**config.mk**
```make
export PLATFORM = sky130hd
export DESIGN_NAME = sample_average_gamma_to_rgb8_unit
export DESIGN_NICKNAME = d
export VERILOG_FILES = /design/src/design/sag_pkg.sv /design/src/design/sample_average_gamma_to_rgb8_unit.sv /design/src/design/sag_chan.sv
export SDC_FILE = /design/constraint.sdc
export NUM_CORES = 2
export LEC_CHECK = 0
export ABC_AREA = 1
export BUFFER_PORTS_ARGS = -buffer_cell sky130_fd_sc_hd__clkbuf_2
export CORE_ASPECT_RATIO = 0.9
export CORE_UTILIZATION = 30
export CTS_CLUSTER_SIZE = 40
export DETAILED_ROUTE_END_ITERATION = 10
export PLACE_DENSITY = 0.53
export SLEW_MARGIN = 20
export SYNTH_ARGS = -nofsm -noshare
export SYNTH_HDL_FRONTEND = slang
export SYNTH_SLANG_ARGS = --single-unit
export TNS_END_PERCENT = 5
```
**constraint.sdc**
```tcl
create_clock -name clk -period 28.1 [get_ports clk]
set_input_delay 1.405 -clock clk [delete_from_list [all_inputs] [get_ports clk]]
set_output_delay 1.405 -clock clk [all_outputs]
set_load 0.005 [all_outputs]
```
**src/design/sag_pkg.sv**
```systemverilog
// ----------------------------------------------------------------------------
// sag_pkg
// Shared types and constants for the sample average gamma to RGB8 unit.
// ----------------------------------------------------------------------------
`default_nettype none

package sag_pkg;

	// Channel sum width; the sum is Q16.16, so the upper half is the integer part
	localparam int SUM_W      = 32;
	localparam int HALF_W     = SUM_W / 2;
	localparam int IDX_W      = 24;
	localparam int CNT_W      = 16;
	localparam int BYTE_W     = 8;

	// Division: HALF_W quotient bits, spread over DIV_STAGES stages
	localparam int DIV_STAGES = 4;
	localparam int DIV_STEPS  = HALF_W / DIV_STAGES;

	// Square root: BYTE_W result bits over two stages
	localparam int SQ_STEPS   = BYTE_W / 2;

	// Input register, division stages, two root stages
	localparam int NUM_STAGES = 1 + DIV_STAGES + 2;

	// 255 squared: any average at or above this maps to full scale
	localparam logic [HALF_W-1:0] SAT_LIMIT = HALF_W'(65025);
	localparam logic [BYTE_W-1:0] BYTE_MAX  = 8'hFF;

	// Register index, taken from paddr[2]
	typedef enum logic {
		REG_SAMPLE_COUNT = 1'b0,
		REG_PREVIEW_MODE = 1'b1
	} reg_idx_t;

	typedef struct packed {
		logic [IDX_W-1:0] pixel_index;
		logic [SUM_W-1:0] red_sum;
		logic [SUM_W-1:0] green_sum;
		logic [SUM_W-1:0] blue_sum;
	} in_word_t;

	typedef struct packed {
		logic [IDX_W-1:0]  pixel_position;
		logic [BYTE_W-1:0] red_byte;
		logic [BYTE_W-1:0] green_byte;
		logic [BYTE_W-1:0] blue_byte;
		logic [BYTE_W-1:0] alpha_byte;
	} out_word_t;

endpackage

`default_nettype wire

```
**src/design/sample_average_gamma_to_rgb8_unit.sv**
```systemverilog
// ----------------------------------------------------------------------------
// sample_average_gamma_to_rgb8_unit
// Averages accumulated Q16.16 RGB sums, applies gamma 2 and packs RGBA8.
// ----------------------------------------------------------------------------
// Usage:
//   Input words (pixel index plus three channel sums) enter on in_valid /
//   in_ready; one RGBA8 word per input leaves on out_valid / out_ready with
//   the pixel index passed through. Alpha is always 255.
//   Each channel is floor(sqrt(sum / sample_count)) in integer units,
//   saturated at 255; preview mode or a zero count divides by one.
//   The pipeline is an input register, four division stages of four
//   quotient bits each, and two root stages of four bits each.
//   Throughput is one word per cycle while out_ready stays high.
//   When the receiver stalls, the whole pipeline holds; in_ready falls
//   only while the output word waits and is not taken.
//   Reset clears all valid bits and loads sample_count = 1, preview = 0.
//   The APB port writes registers at 0x0 (sample_count) and 0x4
//   (preview_mode); write them only while the pipeline is empty.
// ----------------------------------------------------------------------------
`default_nettype none

module sample_average_gamma_to_rgb8_unit
	import sag_pkg::*;
(
	input  wire logic      clk,
	input  wire logic      arst_n,
	input  wire logic      in_valid,
	output logic           in_ready,
	input  wire in_word_t  in_data,
	output logic           out_valid,
	input  wire logic      out_ready,
	output out_word_t      out_data,
	input  wire logic      psel,
	input  wire logic      penable,
	input  wire logic      pwrite,
	input  wire logic [2:0] paddr,
	input  wire logic [31:0] pwdata,
	output logic [31:0]    prdata,
	output logic           pready
);

	logic [CNT_W-1:0]      sample_count_q;
	logic                  preview_mode_q;
	logic [CNT_W-1:0]      dv;
	logic                  adv;
	logic [NUM_STAGES-1:0] vld_s;
	logic [IDX_W-1:0]      idx_s [NUM_STAGES];
	logic [BYTE_W-1:0]     red_b;
	logic [BYTE_W-1:0]     green_b;
	logic [BYTE_W-1:0]     blue_b;
	reg_idx_t              reg_sel;

	assign pready  = 1'b1;
	assign reg_sel = reg_idx_t'(paddr[2]);

	// Write configuration registers
	always_ff @(posedge clk or negedge arst_n) begin
		if (!arst_n) begin
			sample_count_q <= CNT_W'(1);
			preview_mode_q <= 1'b0;
		end else if (psel && penable && pwrite) begin
			unique case (reg_sel)
				REG_SAMPLE_COUNT: sample_count_q <= pwdata[CNT_W-1:0];
				REG_PREVIEW_MODE: preview_mode_q <= pwdata[0];
				default:          ;
			endcase
		end
	end

	// Read back
	always_comb begin
		unique case (reg_sel)
			REG_SAMPLE_COUNT: prdata = 32'(sample_count_q);
			REG_PREVIEW_MODE: prdata = 32'(preview_mode_q);
			default:          prdata = '0;
		endcase
	end

	// Divisor: one in preview or for a zero count
	assign dv = (preview_mode_q || (sample_count_q == '0)) ? CNT_W'(1) : sample_count_q;

	// Hold everything while the output word waits
	assign adv      = !vld_s[NUM_STAGES-1] || out_ready;
	assign in_ready = adv;

	// Valid bits travel with the data
	always_ff @(posedge clk or negedge arst_n) begin
		if (!arst_n) begin
			vld_s <= '0;
		end else if (adv) begin
			vld_s <= {vld_s[NUM_STAGES-2:0], in_valid};
		end
	end

	// Pixel index shift line
	always_ff @(posedge clk) begin
		if (adv) begin
			idx_s[0] <= in_data.pixel_index;
			for (int k = 1; k < NUM_STAGES; k++) begin
				idx_s[k] <= idx_s[k-1];
			end
		end
	end

	sag_chan u_red (
		.clk      (clk),
		.en       (adv),
		.sum      (in_data.red_sum),
		.dv       (dv),
		.byte_val (red_b)
	);

	sag_chan u_green (
		.clk      (clk),
		.en       (adv),
		.sum      (in_data.green_sum),
		.dv       (dv),
		.byte_val (green_b)
	);

	sag_chan u_blue (
		.clk      (clk),
		.en       (adv),
		.sum      (in_data.blue_sum),
		.dv       (dv),
		.byte_val (blue_b)
	);

	// Pack the output word
	assign out_valid               = vld_s[NUM_STAGES-1];
	assign out_data.pixel_position = idx_s[NUM_STAGES-1];
	assign out_data.red_byte       = red_b;
	assign out_data.green_byte     = green_b;
	assign out_data.blue_byte      = blue_b;
	assign out_data.alpha_byte     = BYTE_MAX;

endmodule

`default_nettype wire

```
**src/design/sag_chan.sv**
```systemverilog
// ----------------------------------------------------------------------------
// sag_chan
// One color channel: pipelined restoring division of the sum by the sample
// count, then a pipelined integer square root with saturation at 255.
// ----------------------------------------------------------------------------
`default_nettype none

module sag_chan
	import sag_pkg::*;
(
	input  wire logic              clk,
	input  wire logic              en,
	input  wire logic [SUM_W-1:0]  sum,
	input  wire logic [CNT_W-1:0]  dv,
	output logic      [BYTE_W-1:0] byte_val
);

	logic [SUM_W-1:0]  sum_s1;

	// Division stage registers
	logic [HALF_W-1:0] rem_s   [DIV_STAGES];
	logic [HALF_W-1:0] low_s   [DIV_STAGES];
	logic [HALF_W-1:0] quo_s   [DIV_STAGES];
	logic              dsat_s  [DIV_STAGES];

	logic [HALF_W-1:0] rem_n   [DIV_STAGES];
	logic [HALF_W-1:0] low_n   [DIV_STAGES];
	logic [HALF_W-1:0] quo_n   [DIV_STAGES];
	logic              dsat_n  [DIV_STAGES];

	logic [HALF_W-1:0] dr;
	logic [HALF_W-1:0] dl;
	logic [HALF_W-1:0] dq;
	logic [HALF_W:0]   dt;

	// Root stage registers
	logic [HALF_W-1:0] rad_s6;
	logic [BYTE_W-1:0] root_s6;
	logic              sat_s6;
	logic [BYTE_W-1:0] byte_s7;

	logic [BYTE_W-1:0] root_a;
	logic [BYTE_W-1:0] root_b;
	logic [BYTE_W-1:0] ta;
	logic [BYTE_W-1:0] tb;
	logic              sat_a;

	// Restoring division, DIV_STEPS quotient bits per stage
	always_comb begin
		dr = '0;
		dl = '0;
		dq = '0;
		dt = '0;
		for (int k = 0; k < DIV_STAGES; k++) begin
			if (k == 0) begin
				dr = sum_s1[SUM_W-1:HALF_W];
				dl = sum_s1[HALF_W-1:0];
				dq = '0;
				dsat_n[k] = (sum_s1[SUM_W-1:HALF_W] >= dv);
			end else begin
				dr = rem_s[k-1];
				dl = low_s[k-1];
				dq = quo_s[k-1];
				dsat_n[k] = dsat_s[k-1];
			end
			for (int j = 0; j < DIV_STEPS; j++) begin
				dt = {dr, dl[HALF_W-1]};
				dl = {dl[HALF_W-2:0], 1'b0};
				if (dt >= {1'b0, dv}) begin
					dr = HALF_W'(dt - {1'b0, dv});
					dq = {dq[HALF_W-2:0], 1'b1};
				end else begin
					dr = dt[HALF_W-1:0];
					dq = {dq[HALF_W-2:0], 1'b0};
				end
			end
			rem_n[k] = dr;
			low_n[k] = dl;
			quo_n[k] = dq;
		end
	end

	// Upper root bits, flag full scale
	always_comb begin
		root_a = '0;
		ta     = '0;
		sat_a  = dsat_s[DIV_STAGES-1] || (quo_s[DIV_STAGES-1] >= SAT_LIMIT);
		for (int j = 0; j < SQ_STEPS; j++) begin
			ta = root_a | (8'd1 << (BYTE_W - 1 - j));
			if ((HALF_W'(ta) * HALF_W'(ta)) <= quo_s[DIV_STAGES-1]) begin
				root_a = ta;
			end
		end
	end

	// Lower root bits
	always_comb begin
		root_b = root_s6;
		tb     = '0;
		for (int j = 0; j < SQ_STEPS; j++) begin
			tb = root_b | (8'd1 << (SQ_STEPS - 1 - j));
			if ((HALF_W'(tb) * HALF_W'(tb)) <= rad_s6) begin
				root_b = tb;
			end
		end
	end

	// Advance all stages together
	always_ff @(posedge clk) begin
		if (en) begin
			sum_s1 <= sum;
			for (int k = 0; k < DIV_STAGES; k++) begin
				rem_s[k]  <= rem_n[k];
				low_s[k]  <= low_n[k];
				quo_s[k]  <= quo_n[k];
				dsat_s[k] <= dsat_n[k];
			end
			rad_s6  <= quo_s[DIV_STAGES-1];
			root_s6 <= root_a;
			sat_s6  <= sat_a;
			byte_s7 <= sat_s6 ? BYTE_MAX : root_b;
		end
	end

	assign byte_val = byte_s7;

endmodule

`default_nettype wire
```
# Word-level counts from Yosys, hierarchy flattened
# Memory sizes are Yosys's and may differ from the RTL's.
# Cells that the tools add are included.
# word_totals
register_bits,219
ramBits,708
output_inout_bits,91
wordCells,317
n_memories,13
# memory_table
memory,words,width,read_ports,rd_ports_with_merged_regs,wr,line,source
idx_s,7,24,7,0,7,sample_average_gamma_to_rgb8_unit.sv:47,logic [IDX_W-1:0] idx_s [NUM_STAGES];
u_blue.quo_s,4,16,4,0,4,sag_chan.sv:23,logic [HALF_W-1:0] quo_s [DIV_STAGES];
u_blue.rem_s,4,16,3,0,4,sag_chan.sv:21,logic [HALF_W-1:0] rem_s [DIV_STAGES];
u_green.quo_s,4,16,4,0,4,sag_chan.sv:23,
u_green.rem_s,4,16,3,0,4,sag_chan.sv:21,
u_red.quo_s,4,16,4,0,4,sag_chan.sv:23,
7 more memories,--,--,--,--,--,--,
# op_classes
n_addsub,48
mul,21
order_cmp,78
mux,118
bitwise_logic,1
reduce_logical,14
# ops
operator,count
>= comparator 17 x 16 -> 1 bit,48
two-way mux 16 bit,49
subtractor 16 bit,48
<= comparator 16 bit,21
multiplier 8 x 8 -> 16 bit,21
one-hot mux 32 bit (2 select lines),1
two-way mux 1 bit,50
>= comparator 16 bit,3
">= comparator 16 bit, second input constant",3
"<= comparator 15 x 16 -> 1 bit, first input constant",3
two-way mux 8 bit,3
two-way mux 7 bit,3
two-way mux 6 bit,3
zero test 16 bit,1
two-way mux 4 bit,3
two-way mux 3 bit,3
two-way mux 2 bit,3
OR reduction 2 bit,3
logical OR 1 bit,5
AND reduction 2 bit,2
logical AND 1 bit,2
zero test 1 bit,1
inverter 1 bit,1

# Longest topological paths before layout
# logic_depth
word_depth,12
mapped_depth,98

# By module
# Synthesis repeated with hierarchy kept, for this count alone.
# unflattened
cells_unflattened,10858
area_unflattened_um2,83273.6
# by_module_without_submodules
mod,n_inst,cells_each,area_per_inst_um2,seq_area_each_um2
sag_chan at u_red,1,3536,25774.7,5315.1
sag_chan at u_blue,1,3496,25592.0,5315.1
sag_chan at u_green,1,3462,25436.9,5315.1
sample_average_gamma_to_rgb8_unit,1,364,6470.0,5646.7

# Least setup slack after synthesis
# OpenSTA, ideal clock, no wires.
# synth_path
path_type,in2reg
from,input out_ready
to,register vld_s[2]
setup_time_ns,0.896
arrival_time_ns,21.256
setup_slack_ns,5.949
cell_stages,4
path_cell_list,inv_1 nand2_1 clkbuf_1 a21oi_1
# synth_between
elab_chain_cells,1
# synth_lines
element,line,source
start: declaration,sample_average_gamma_to_rgb8_unit.sv:31,"input wire logic out_ready,"
logical OR 1 bit,sample_average_gamma_to_rgb8_unit.sv:83,assign adv = !vld_s[NUM_STAGES-1] || out_ready;
named net in_ready,sample_average_gamma_to_rgb8_unit.sv:28,"output logic in_ready,"
end signal: assignment,sample_average_gamma_to_rgb8_unit.sv:91,"vld_s <= {vld_s[NUM_STAGES-2:0], in_valid};"
end: declaration,sample_average_gamma_to_rgb8_unit.sv:46,logic [NUM_STAGES-1:0] vld_s;
# The timed path passes the listed nets, and every way through them passes these cells.
# A chain may end at the register's enable or synchronous reset.

# Worst setup path in the final report
# layout_path
from,register u_green.root_s6[7]
to,"register u_green.byte_s7[0] (netlist: u_green.byte_val[0]), data pin"
# layout_between
elab_chain_cells,12
# layout_lines
element,line,source
start: declaration,sag_chan.sv:38,logic [BYTE_W-1:0] root_s6;
start signal: assignment,sag_chan.sv:119,root_s6 <= root_a;
multiplier 8 x 8 -> 16 bit,sag_chan.sv:102,if ((HALF_W'(tb) * HALF_W'(tb)) <= rad_s6) begin
<= comparator 16 bit,sag_chan.sv:102,
two-way mux 4 bit,sag_chan.sv:102,
multiplier 8 x 8 -> 16 bit *,sag_chan.sv:102,
<= comparator 16 bit *,sag_chan.sv:102,
two-way mux 3 bit *,sag_chan.sv:102,
named net u_green.root_b[2],sag_chan.sv:43,logic [BYTE_W-1:0] root_b;
multiplier 8 x 8 -> 16 bit *,sag_chan.sv:102,
<= comparator 16 bit *,sag_chan.sv:102,
two-way mux 2 bit *,sag_chan.sv:102,
named net u_green.root_b[1],sag_chan.sv:43,
multiplier 8 x 8 -> 16 bit *,sag_chan.sv:102,
<= comparator 16 bit *,sag_chan.sv:102,
OR reduction 2 bit (no line) *,--,
end signal: assignment,sag_chan.sv:121,byte_s7 <= sat_s6 ? BYTE_MAX : root_b;
end: declaration,sag_chan.sv:40,logic [BYTE_W-1:0] byte_s7;
# The timed path passes the listed nets; every way through them passes the cells marked *.

==> key figures <==
Placement
  – Placed instance area: 88300 µm²
  – Placed Instances: 14500
  – DP HPWL: 185000 µm
  – Number of I/O port buffers: 209
  – GP Congestion: 0.882

GRT
  – Total grt overflow: 0
  – First-pass GRT wire length: 371000 µm
  – Antenna violations before repair: 7
  – GRT Total Usage: 16.7%
  – Vias in the first global route: 66100
  – Pin count of the biggest net entering global routing: 150

Final layout
  – Area growth, synth to finish: 10.3%
  – Non-filler instance count after layout: 14700
  – Share of cells above drive strength 1: 7.18%
  – Register Area: 21600 µm²
  – Nets: 12600
  – Commonest non-fill, non-tap cell in the layout: nand2_1
  – # fillers: 29300
  – Final Cell Area: 91600 µm²
  – Most frequent cells in the layout: nand2_1 (2946), inv_1 (1311), ha_1 (1249)
  – Area of the multi-input gates: 55400 µm²

Setup path
  – Startpoint class of the critical path: register
  – FF-to-FF path depth: 84
  – CP most frequent cell: fa_1
  – CP arrival: 21.46 ns
  – Worst EP required: 28.51 ns
  – Critical R2R Capture: u_green.byte_val[0]$_SDFFCE_PP1P_
  – Slowest CP cell: edfxtp_1
  – Setup Crit Path Kind: reg2reg
  – Reg2Reg Setup Slack: 7.05 ns
  – Crit path max fanout: 10
  – Critical Path Max Stage Delay: 0.67 ns
  – Worst r2r src: u_green.root_s6[7]$_DFFE_PP_
  – Crit end category: register

Clock network
  – TritonCTS buffer count: 92
  – CTS Sinks: 723
  – CTS tree: built
  – Post CTS Setup Buffer Count: 0
  – Clock Path Buffers: 3
  – PostCTS Resize Cnt: 0
  – Skew-Pair Late Insertion Delay: 0.75 ns
  – Post-CTS Hold Buffers: 0
  – Root buf cell: clkbuf_16
  – Reg clk slew, reported paths: 0.06 ns
  – H-tree Lvls: 3

Routing
  – DR iter-0 viols: 4685
  – Drc violations: 0
  – Drt first pass iters: 7
  – Vias per cell: 4.74
  – Remaining antenna violation count: 0
  – Wirelength per Cell: 16.0 µm
  – Via count: 69800
  – Final wirelength: 235000 µm

Floorplanning
  – Die span in x: 556 µm
  – Initial Utilization: 30.3%
  – Die Ht: 501 µm
  – Row count: 182
  – I/O pin cnt: 253
  – Total die area: 279000 µm²
  – Core area: 274000 µm²

STA
  – Period minus WS final: 21.05 ns
  – Tightest Pin Transition: 1.03 ns
  – Final setup violation count: 0
  – Final Max Slew Viols: 0
  – RSZ-0062 raised after global routing: no
  – Max_slew headroom: 31.5%
  – Final TNS setup: 0 ns
  – Post-route clock period utilization: 74.9%
  – Clk_skew: 0.0727 ns
  – FMAX: 47.5 MHz
  – Final hold vios: 0

Min path
  – Worst Hold Depth: 0
  – Hold EP: u_green.quo_s[3][9]$_DFFE_PP_
  – Min-delay worst type: reg2reg
  – Worst hold start: u_green.quo_s[2][5]$_DFFE_PP_

Synthesis
  – Synth async-reset ratio: 3.32%
  – Syn_area_per_cell: 7.74 µm²
  – Synth Flop Type: edfxtp_1
  – #FFs+latches synth: 723
  – Ys Warns: 0
  – EDFF count, synth: 699
  – Post-synthesis cell type count: 78
  – Cells after Synth: 10700
  – Netlist Area Pre-Place: 83000 µm²
  – Post-synthesis sequential area ratio: 26.0%

Run status
  – Status: finished clean

Job
  – Max-cap violations: 0
cell families (layout without fill, tap and decap cells):
logic type | Yosys count | count (layout) | synth area share (%)
AO/OA/AOI/OAI | 1845 | 1845 | 12.6
AND/OR/NAND/NOR | 4480 | 4480 | 23.1
XOR/XNOR | 706 | 706 | 7.45
multiplexers | 4 | 4 | 0.0498
adder cells (fa/ha/maj) | 1435 | 1435 | 23.3
flip-flops | 723 | 723 | 26.0
buffers and inverters | 1531 | 1813 | 7.53
other | 2 | 27 | 0.00905
state kept, by name, indices dropped and copies added, names as in the netlist, 16 cells and up:
name	flops
u_blue.sum_s1	32
u_red.rad_s6	16
u_blue.low_s	24
u_red.sum_s1	32
u_green.rem_s	48
u_green.sum_s1	32
u_blue.rem_s	48
u_green.rad_s6	16
u_blue.quo_s	40
u_green.quo_s	40
u_red.quo_s	40
u_green.low_s	24
u_blue.rad_s6	16
u_red.rem_s	48
idx_s	168
sample_count_q	16
u_red.low_s	24
synthesized netlist by cell type (all sizes together) (2+ instances only):
cell	instances	area share (%)
nand2	3066	14
inv	1369	6.2
ha	1249	19
a21oi	843	5.1
edfxtp	699	25
o21ai	648	4.1
nor2	558	2.7
nand3	499	3.3
xor2	372	3.9
xnor2	334	3.5
fa	186	4.5
buf	133	1.2
nand4	122	0.98
nor3	79	0.48
a21o	64	0.58
or2	55	0.41
o21bai	43	0.39
nor4	42	0.32
a31oi	41	0.33
nand3b	35	0.33
o211ai	34	0.31
o21a	34	0.31
a21boi	33	0.32
o2111ai	26	0.27
clkbuf	24	0.11
dfrtp	23	0.69
a211oi	22	0.21
a31o	15	0.16
o31ai	13	0.12
o221ai	11	0.12
and3	10	0.075
and2	9	0.068
clkinv	5	0.023
a221oi	4	0.042
a211o	3	0.032
a41o	3	0.036
mux2i	3	0.036
conb	2	0.0090
o311ai	2	0.021
o41ai	2	0.021
or3	2	0.015
critical path: cells and delay by family (launching register included):
| family | cells | cell delay (ns) |
|---|---|---|
| AOI/OAI and AO/OA | 18 | 3.32 |
| xor gates and xnor gates | 8 | 1.45 |
| adders and majority gates | 23 | 9.51 |
| buffers and inverters | 10 | 1.72 |
| DFF | 1 | 0.67 |
| and+or+nand+nor | 25 | 4.06 |
how the worst max path moves through the flow:
stage	slack, ns	end	from	depth (start not counted)
global route	5.60	u_green.byte_val[0]$_SDFFCE_PP1P_	u_green.root_s6[4]$_SDFFCE_PP1P_	84
detailed placement	7.22	u_green.byte_val[0]$_SDFFCE_PP1P_	u_green.root_s6[4]$_SDFFCE_PP1P_	85
floorplan	5.95	vld_s[2]$_DFFE_PN0P_	out_ready	4
global placement	7.26	u_green.byte_val[0]$_SDFFCE_PP1P_	u_green.root_s6[4]$_SDFFCE_PP1P_	85
finish	7.05	u_green.byte_val[0]$_SDFFCE_PP1P_	u_green.root_s6[7]$_DFFE_PP_	84
CTS	7.08	u_green.byte_val[0]$_SDFFCE_PP1P_	u_green.root_s6[4]$_SDFFCE_PP1P_	85
metal layers:
layer,track usage (%),part of all wire [%],vias up
met3,1.63,3.8,219
met1,24.3,51,31800
met2,26.1,43,1159
met5,0,0.0059,-
li1,-,-,36500
met4,4.35,2.7,2
per-stage QoR:
step	util, %	setup slack [ns]	hold slack [ns]
6_report	33.4	7.05	0.409
5_1_grt	33.4	5.60	0.414
4_1_cts	33.4	7.08	0.405
3_5_place_dp	32.2	7.22	0.405
3_3_place_gp	32.2	7.26	0.400
2_1_floorplan	-	5.95	0.400
final cells by class:
type / instances / area share (%)
Inverter: 1374 / 5.65
Clock buffer: 106 / 2.58
Antenna cell: 2 / 0.00547
Clock inverter: 63 / 0.914
Sequential cell: 723 / 23.6
Multi-Input combinational cell: 8495 / 60.5
Timing Repair Buffer: 270 / 1.74
Tap cell: 3680 / 5.03
Power is not shown: default switching activity piles up to over one toggle a cycle in this logic, so the estimate is an artifact.
